**src/design/opr_pkg.sv**
```systemverilog
package opr_pkg;

    localparam int COUNT_BITS = 16;
    localparam int GAIN_W     = 16;
    localparam int OUT_W      = 14;
    localparam int QBITS      = GAIN_W - 2;
    localparam int MAG_W      = GAIN_W - 1 + COUNT_BITS;
    localparam int PROD_W     = GAIN_W + COUNT_BITS + 1;
    localparam int REM_W      = COUNT_BITS + 1;
    localparam int STEP_W     = $clog2(QBITS + 1);
    localparam int QUOT_W     = QBITS + 2;
    localparam int ONE_Q      = 4096;
    localparam int CFG_IDX_W  = 2;

    localparam logic [CFG_IDX_W-1:0] REG_PHASE_THRESHOLD = CFG_IDX_W'(0);
    localparam logic [CFG_IDX_W-1:0] REG_FALL_GAIN_B     = CFG_IDX_W'(1);

    localparam logic signed [GAIN_W-1:0] GAIN_RISE       = GAIN_W'(8192);
    localparam logic signed [GAIN_W-1:0] GAIN_FALL       = GAIN_W'(-8192);
    localparam logic signed [GAIN_W-1:0] FALL_GAIN_RESET = GAIN_W'(-8192);

    localparam logic signed [QUOT_W:0] ONE_S     = (QUOT_W + 1)'(ONE_Q);
    localparam logic signed [QUOT_W:0] NEG_ONE_S = (QUOT_W + 1)'(-ONE_Q);

    typedef struct packed {
        logic                  start;
        logic                  neg;
        logic [MAG_W-1:0]      mag;
        logic [COUNT_BITS-1:0] den;
    } t_div_req;

    typedef struct packed {
        logic                     done;
        logic signed [QUOT_W-1:0] quot;
    } t_div_rsp;

    function automatic logic [COUNT_BITS-1:0] sat_inc(input logic [COUNT_BITS-1:0] c);
        return (&c) ? c : c + COUNT_BITS'(1);
    endfunction

    // Adds the ramp offset (-1 on the rising ramp, +1 on the falling one) and clips to +-1.
    function automatic logic [OUT_W-1:0] clip_ramp(input logic signed [QUOT_W-1:0] q,
                                                   input logic                     rising);
        logic signed [QUOT_W:0] ext;
        logic signed [QUOT_W:0] sum;
        ext = {q[QUOT_W-1], q};
        sum = rising ? ext - ONE_S : ext + ONE_S;
        if (sum > ONE_S) begin
            return ONE_S[OUT_W-1:0];
        end else if (sum < NEG_ONE_S) begin
            return NEG_ONE_S[OUT_W-1:0];
        end
        return sum[OUT_W-1:0];
    endfunction

endpackage

```
**src/design/opr_div.sv**
```systemverilog
module opr_div (
    input  logic              i_clk,
    input  logic              i_rst_n,
    input  opr_pkg::t_div_req i_req,
    output opr_pkg::t_div_rsp o_rsp
);

    logic                                r_busy;
    logic                                r_done;
    logic [opr_pkg::STEP_W-1:0]          r_step;
    logic [opr_pkg::REM_W-1:0]           r_rem;
    logic [opr_pkg::QBITS-1:0]           r_low;
    logic [opr_pkg::QBITS-1:0]           r_q;
    logic [opr_pkg::COUNT_BITS-1:0]      r_den;
    logic                                r_neg;
    logic                                r_sat;

    logic [opr_pkg::REM_W-1:0]           w_hi;
    logic [opr_pkg::REM_W-1:0]           w_shift;
    logic [opr_pkg::REM_W-1:0]           w_den;
    logic                                w_ge;
    logic [opr_pkg::QUOT_W-1:0]          w_qmag;

    assign w_hi    = i_req.mag[opr_pkg::MAG_W-1:opr_pkg::QBITS];
    assign w_shift = {r_rem[opr_pkg::REM_W-2:0], r_low[opr_pkg::QBITS-1]};
    assign w_den   = {1'b0, r_den};
    assign w_ge    = (w_shift >= w_den);

    always_ff @(posedge i_clk) begin
        if (!i_rst_n) begin
            r_busy <= 1'b0;
            r_done <= 1'b0;
            r_step <= '0;
        end else begin
            r_done <= 1'b0;
            if (i_req.start) begin
                r_busy <= 1'b1;
                if (w_hi >= {1'b0, i_req.den}) begin
                    r_step <= '0;
                end else begin
                    r_step <= opr_pkg::STEP_W'(opr_pkg::QBITS);
                end
            end else if (r_busy) begin
                if (r_step == '0) begin
                    r_busy <= 1'b0;
                    r_done <= 1'b1;
                end else begin
                    r_step <= r_step - opr_pkg::STEP_W'(1);
                end
            end
        end
    end

    always_ff @(posedge i_clk) begin
        if (i_req.start) begin
            r_neg <= i_req.neg;
            r_den <= i_req.den;
            r_rem <= w_hi;
            r_low <= i_req.mag[opr_pkg::QBITS-1:0];
            r_q   <= '0;
            r_sat <= (w_hi >= {1'b0, i_req.den});
        end else if (r_busy && (r_step != '0)) begin
            r_rem <= w_ge ? w_shift - w_den : w_shift;
            r_low <= {r_low[opr_pkg::QBITS-2:0], 1'b0};
            r_q   <= {r_q[opr_pkg::QBITS-2:0], w_ge};
        end
    end

    assign w_qmag     = r_sat ? opr_pkg::QUOT_W'(1 << opr_pkg::QBITS) : {2'b00, r_q};
    assign o_rsp.done = r_done;
    assign o_rsp.quot = r_neg ? -$signed(w_qmag) : $signed(w_qmag);

endmodule

```
**src/design/oscillator_phase_ramp_shaper.sv**
```systemverilog
// Each input beat runs through S_MUL, S_MAG and S_DIV (the shared 14-step serial divider)
// and S_DONE: one division per beat in the high phase, two in the low phase. A division
// whose quotient is certain to clip skips the shift steps; a zero captured length goes
// straight to S_DONE. A new beat is taken only after the last one has left S_DONE; a
// stalled output beat holds the input side off until it is taken.
// Reset (synchronous, active low) restores register defaults, the high phase and zero counts.
module oscillator_phase_ramp_shaper (
    input  logic                            i_clk,
    input  logic                            i_rst_n,
    input  logic                            i_s_tvalid,
    output logic                            o_s_tready,
    input  logic [31:0]                     i_s_tdata,   // activity_a, activity_b
    output logic                            o_m_tvalid,
    input  logic                            i_m_tready,
    output logic [31:0]                     o_m_tdata,   // ramp_a, ramp_b, zero fill
    output logic                            o_m_tuser,   // phase_high
    input  logic                            i_cfg_valid,
    output logic                            o_cfg_ready,
    input  logic [opr_pkg::CFG_IDX_W-1:0]   i_cfg_index,
    input  logic [15:0]                     i_cfg_data
);

    typedef enum logic [2:0] {S_IDLE, S_MUL, S_MAG, S_DIV, S_DONE} t_state;

    t_state                                 r_state;
    logic signed [opr_pkg::GAIN_W-1:0]      r_threshold;
    logic signed [opr_pkg::GAIN_W-1:0]      r_fall_gain;
    logic                                   r_last_high;
    logic [opr_pkg::COUNT_BITS-1:0]         r_hcnt;
    logic [opr_pkg::COUNT_BITS-1:0]         r_lcnt;
    logic [opr_pkg::COUNT_BITS-1:0]         r_hlen;
    logic [opr_pkg::COUNT_BITS-1:0]         r_llen;
    logic                                   r_high;
    logic                                   r_second;
    logic [opr_pkg::COUNT_BITS-1:0]         r_cnt;
    logic [opr_pkg::COUNT_BITS-1:0]         r_len;
    logic signed [opr_pkg::GAIN_W-1:0]      r_gain;
    logic signed [opr_pkg::PROD_W-1:0]      r_prod;
    logic [opr_pkg::OUT_W-1:0]              r_pend_a;
    logic [opr_pkg::OUT_W-1:0]              r_pend_b;
    logic                                   r_out_valid;
    logic [opr_pkg::OUT_W-1:0]              r_ramp_a;
    logic [opr_pkg::OUT_W-1:0]              r_ramp_b;
    logic                                   r_phase;

    logic signed [15:0]                     w_a;
    logic signed [15:0]                     w_b;
    logic                                   n_high;
    logic [opr_pkg::COUNT_BITS-1:0]         n_cnt;
    logic [opr_pkg::COUNT_BITS-1:0]         n_len;
    logic                                   w_accept;
    logic signed [opr_pkg::PROD_W-1:0]      w_abs;
    logic [opr_pkg::OUT_W-1:0]              w_ramp;
    opr_pkg::t_div_req                      w_req;
    opr_pkg::t_div_rsp                      w_rsp;

    assign w_a      = i_s_tdata[15:0];
    assign w_b      = i_s_tdata[31:16];
    assign n_high   = !w_b[15] && (w_a <= r_threshold);
    assign n_cnt    = n_high ? opr_pkg::sat_inc(r_hcnt) : opr_pkg::sat_inc(r_lcnt);
    assign n_len    = n_high ? r_hlen : r_llen;
    assign w_accept = i_s_tvalid && o_s_tready;

    assign w_abs      = r_prod[opr_pkg::PROD_W-1] ? -r_prod : r_prod;
    assign w_req.start = (r_state == S_MAG);
    assign w_req.neg   = r_prod[opr_pkg::PROD_W-1];
    assign w_req.mag   = w_abs[opr_pkg::MAG_W-1:0];
    assign w_req.den   = r_len;
    assign w_ramp      = opr_pkg::clip_ramp(w_rsp.quot, r_high);

    opr_div u_div (
        .i_clk   (i_clk),
        .i_rst_n (i_rst_n),
        .i_req   (w_req),
        .o_rsp   (w_rsp)
    );

    always_ff @(posedge i_clk) begin
        if (!i_rst_n) begin
            r_threshold <= '0;
            r_fall_gain <= opr_pkg::FALL_GAIN_RESET;
        end else if (i_cfg_valid) begin
            unique case (i_cfg_index)
                opr_pkg::REG_PHASE_THRESHOLD: r_threshold <= i_cfg_data;
                opr_pkg::REG_FALL_GAIN_B:     r_fall_gain <= i_cfg_data;
                default: ;
            endcase
        end
    end

    always_ff @(posedge i_clk) begin
        if (!i_rst_n) begin
            r_state     <= S_IDLE;
            r_last_high <= 1'b1;
            r_hcnt      <= '0;
            r_lcnt      <= '0;
            r_hlen      <= '0;
            r_llen      <= '0;
            r_out_valid <= 1'b0;
        end else begin
            if (o_m_tvalid && i_m_tready && (r_state != S_DONE)) begin
                r_out_valid <= 1'b0;
            end
            unique case (r_state)
                S_IDLE: begin
                    if (w_accept) begin
                        r_last_high <= n_high;
                        r_high      <= n_high;
                        r_cnt       <= n_cnt;
                        r_len       <= n_len;
                        r_second    <= 1'b0;
                        r_gain      <= n_high ? opr_pkg::GAIN_RISE : opr_pkg::GAIN_FALL;
                        if (n_high) begin
                            r_hcnt <= n_cnt;
                            r_lcnt <= '0;
                            if (!r_last_high) begin
                                r_llen <= r_lcnt;
                            end
                        end else begin
                            r_lcnt <= n_cnt;
                            r_hcnt <= '0;
                            if (r_last_high) begin
                                r_hlen <= r_hcnt;
                            end
                        end
                        if (n_len == '0) begin
                            r_pend_a <= '0;
                            r_pend_b <= '0;
                            r_state  <= S_DONE;
                        end else begin
                            r_state <= S_MUL;
                        end
                    end
                end
                S_MUL: begin
                    r_prod  <= opr_pkg::PROD_W'(r_gain)
                               * opr_pkg::PROD_W'($signed({1'b0, r_cnt}));
                    r_state <= S_MAG;
                end
                S_MAG: begin
                    r_state <= S_DIV;
                end
                S_DIV: begin
                    if (w_rsp.done) begin
                        if (r_second) begin
                            r_pend_b <= w_ramp;
                            r_state  <= S_DONE;
                        end else if (r_high) begin
                            r_pend_a <= w_ramp;
                            r_pend_b <= w_ramp;
                            r_state  <= S_DONE;
                        end else begin
                            r_pend_a <= w_ramp;
                            r_second <= 1'b1;
                            r_gain   <= r_fall_gain;
                            r_state  <= S_MUL;
                        end
                    end
                end
                S_DONE: begin
                    if (!r_out_valid || i_m_tready) begin
                        r_out_valid <= 1'b1;
                        r_ramp_a    <= r_pend_a;
                        r_ramp_b    <= r_pend_b;
                        r_phase     <= r_high;
                        r_state     <= S_IDLE;
                    end
                end
                default: r_state <= S_IDLE;
            endcase
        end
    end

    assign o_s_tready  = (r_state == S_IDLE);
    assign o_m_tvalid  = r_out_valid;
    assign o_m_tdata   = {4'b0000, r_ramp_b, r_ramp_a};
    assign o_m_tuser   = r_phase;
    assign o_cfg_ready = 1'b1;

endmodule

```
**config.mk**
```make
export PLATFORM = sky130hd
export DESIGN_NAME = oscillator_phase_ramp_shaper
export DESIGN_NICKNAME = d
export VERILOG_FILES = /design/src/design/opr_pkg.sv /design/src/design/opr_div.sv /design/src/design/oscillator_phase_ramp_shaper.sv
export SDC_FILE = /design/constraint.sdc
export NUM_CORES = 1
export LEC_CHECK = 0
export BUFFER_PORTS_ARGS = -buffer_cell sky130_fd_sc_hd__buf_2
export CAP_MARGIN = 25
export CORE_ASPECT_RATIO = 1.1
export CORE_UTILIZATION = 40
export DETAILED_ROUTE_END_ITERATION = 8
export HOLD_SLACK_MARGIN = 0.06
export PLACE_DENSITY_LB_ADDON = 0.15
export SLEW_MARGIN = 20
export SYNTH_ARGS = -nofsm -noshare
export SYNTH_HDL_FRONTEND = slang
export SYNTH_SLANG_ARGS = --single-unit
```
**constraint.sdc**
```tcl
create_clock -name i_clk -period 16.89 [get_ports i_clk]
set_clock_uncertainty 0.15 [all_clocks]
set_input_delay 0.8445 -clock i_clk [delete_from_list [all_inputs] [get_ports i_clk]]
set_output_delay 0.8445 -clock i_clk [all_outputs]
set_load 0.02 [all_outputs]
```
==> impl_metrics.ini <==
[status]
outcome = finished, final reports clean

[placed_design]
place_hpwl_mm = 42.4
numPortBuffers = 70
place_congestion = 0.870
dp.cells = 3274
place_area_sq_um = 24900

[routing]
via_count = 17300
drt_pass1_iterations = 5
totalWireLength_mm = 55.6
drt-wirelength-per-cell_um = 16.6
ant_nets = 0
drtIter0Drc = 835
drcViolationCount = 0
vias_per_cell = 5.17

[cells_and_area]
top_register = r_prod
final_cell_count_no_fill = 3342
largest_register_ffs = 32
syn_to_final_growth_pct = 9.48
post-route-cell-area_sq_um = 26100
nets = 2984
final_common_cell = nand2_1
final_cell_mix = nand2_1 (380), inv_1 (323), fa_1 (196), edfxtp_1 (187), ha_1 (179)
n_antenna_cell = 0
drive_gt1_frac = 0.0775

[timing]
drv_slew = 0
fin_crit_sh = 0.418
min_period_ns = 7.07
hold_violations = 0
rsz0062_at_grt = false
max_clock_freq_ghz = 0.142
slew_headroom = 0.350
worstMarginPinSlew_ns = 0.975
fin_hold_ws_ns = 0.268
finalSetupTns_ns = 0
setup_violations = 0

[logic_synthesis]
synthArstFlopShare = 0
synthCells = 2536
yosysWarnings = 0
avgSynthCellArea_sq_um = 9.39
synth_edf_count = 187
mappedNetlistArea_sq_um = 23800
yosysUniqueCellTypes = 81
synth_seq_cells = 308
yosysSeqAreaShare = 0.338
synth_top_flop_cell = edfxtp_1

[power]
p_leak_nw = 11.1
power_density_nw_per_um2 = 126
ir_drop_uv = 137

[global_routing]
antenna_found_initial = 1
grt_pass1_vias = 17700
grt_overflow = 0
grt_max_degree = 65
grt_pass1_wl_mm = 91.1
track_usage = 0.189

[floorplanning]
initial_utilization = 0.406
die_w_um = 235
core_sq_um = 58600
pin_count = 91
rows = 93
die-height_um = 258
die_area_sq_um = 60500

[setup_path]
path_class = reg2reg
crit_path_frequent_cell = fa_1
critPathArrivalTime_ns = 7.18
worstPathRequired_ns = 17.01
cp_slowest_cell = edfxtp_1
cp_top_family = adder cells
crit_buf_inv = 5
worstPathCellList = and2_1 > fa_1 > inv_1 > fa_1 > fa_1 > fa_1 > inv_1 > fa_1 > inv_1 > fa_1 > inv_1 > ha_1 > nand2_1 > o21ai_0 > a21oi_1 > o41ai_1 > buf_4 > a21oi_1 > o2111a_1 > o21bai_1 > xor2_1
cpPeakStageDelay_ns = 0.72
cp_max_fo = 16
end_kind = flop
worstSetupStartpointType = flop

[clocking]
root_buffer = clkbuf_16
cts_hold_buf = 0
cts_resized = 0
clock-sinks = 308
clk_pin_slew_ns = 0.06
cts_tree = yes
clk_path_buf_depth = 3
clk_latency_ns = 0.55
post-cts-setup-buffer-count = 0
htreeDepth = 2
cts_buffers = 37

[run]
drv_cap = 0

[worst_hold_path]
hp-class = reg2reg
cell usage after synthesis, types with 7 or more instances:
master	number	area [sq um]
edfxtp_1	187	5620
inv_1	323	1210
xnor2_1	57	499
ha_1	179	2240
a21oi_1	123	616
fa_1	196	3920
or4_1	11	82.6
dfxtp_1	121	2420
and2_1	144	901
nand2b_1	16	100
buf_1	7	26.3
nor2b_1	18	113
nor4_1	17	106
or3_1	12	75.1
nand2_1	380	1430
o31ai_1	16	120
mux2i_1	28	280
buf_2	7	35.0
nand4_1	17	106
o21ai_0	111	556
and3_1	14	87.6
clkbuf_1	101	379
or2_2	8	50.1
a211oi_1	13	97.6
a21o_1	24	180
nor3_1	37	185
nor2_1	116	435
o21bai_1	10	75.1
o211ai_1	7	52.6
xor2_1	43	377
a31oi_1	14	87.6
o21a_1	16	120
nand3_1	65	325
area by class of cell:
cell class,count,area (sq um)
Clock buffer,46,981
Clock inverter,21,215
Fill cell,5735,32600
Inverter,324,1220
Multi-Input combinational cell,1785,14100
Sequential cell,308,8040
Tap cell,760,951
Timing Repair Buffer,98,561
worst register-to-register path: stages, from the launching register on:
cell and delay, ns:
edfxtp_1 0.72, and2_1 0.36, fa_1 0.53, inv_1 0.05
fa_1 0.56, fa_1 0.45, fa_1 0.49, inv_1 0.05
fa_1 0.53, inv_1 0.05, fa_1 0.53, inv_1 0.05
ha_1 0.35, nand2_1 0.06, o21ai_0 0.46, a21oi_1 0.23
o41ai_1 0.35, buf_4 0.19, a21oi_1 0.09, o2111a_1 0.27
o21bai_1 0.16, xor2_1 0.10
cell families after synthesis:
group                    count (synthesis)  share of synthesized area
buffers and inverters                  446                     0.0721
flip-flops                             308                      0.338
AO/OA/AOI/OAI                          378                     0.0971
XOR/XNOR                               100                     0.0368
adder cells (fa/ha/maj)                375                      0.259
other                                    2                   0.000316
multiplexers                            30                     0.0127
AND/OR/NAND/NOR                        897                      0.184
report_power, final:
group          internal [mW]  switching [mW]
Combinational          0.665           0.918
Sequential             0.897          0.0291
Clock                  0.462           0.323
routing by layer:
metal	up-vias	GRT usage	wire, um
met5	-	0	0
met4	0	0.0539	1320
met3	73	0.0229	1740
met2	273	0.333	28000
li1	8457	-	-
met1	8460	0.240	24600
metrics by stage:
step	setup WS (ns)	utilization	power (mW)
6_report	9.82	0.444	3.29
5_1_grt	9.47	0.444	3.60
4_1_cts	9.78	0.444	3.35
3_5_place_dp	9.82	0.424	2.54
3_3_place_gp	9.84	0.424	2.54
2_1_floorplan	10.56	-	2.17
final timing paths:
check             slack (ns)                   from                    end  cells after the start
setup reg to reg        9.82     r_cnt[5]$_DFFE_PP_   r_prod[29]$_DFFE_PP_                     21
setup / recovery        9.82     r_cnt[5]$_DFFE_PP_   r_prod[29]$_DFFE_PP_                     21
hold reg to reg         0.27  r_pend_a[0]$_DFFE_PP_  r_ramp_a[0]$_DFFE_PP_                      0
hold / removal          0.27  r_pend_a[0]$_DFFE_PP_  r_ramp_a[0]$_DFFE_PP_                      0
(Power assumes the default switching activity.)
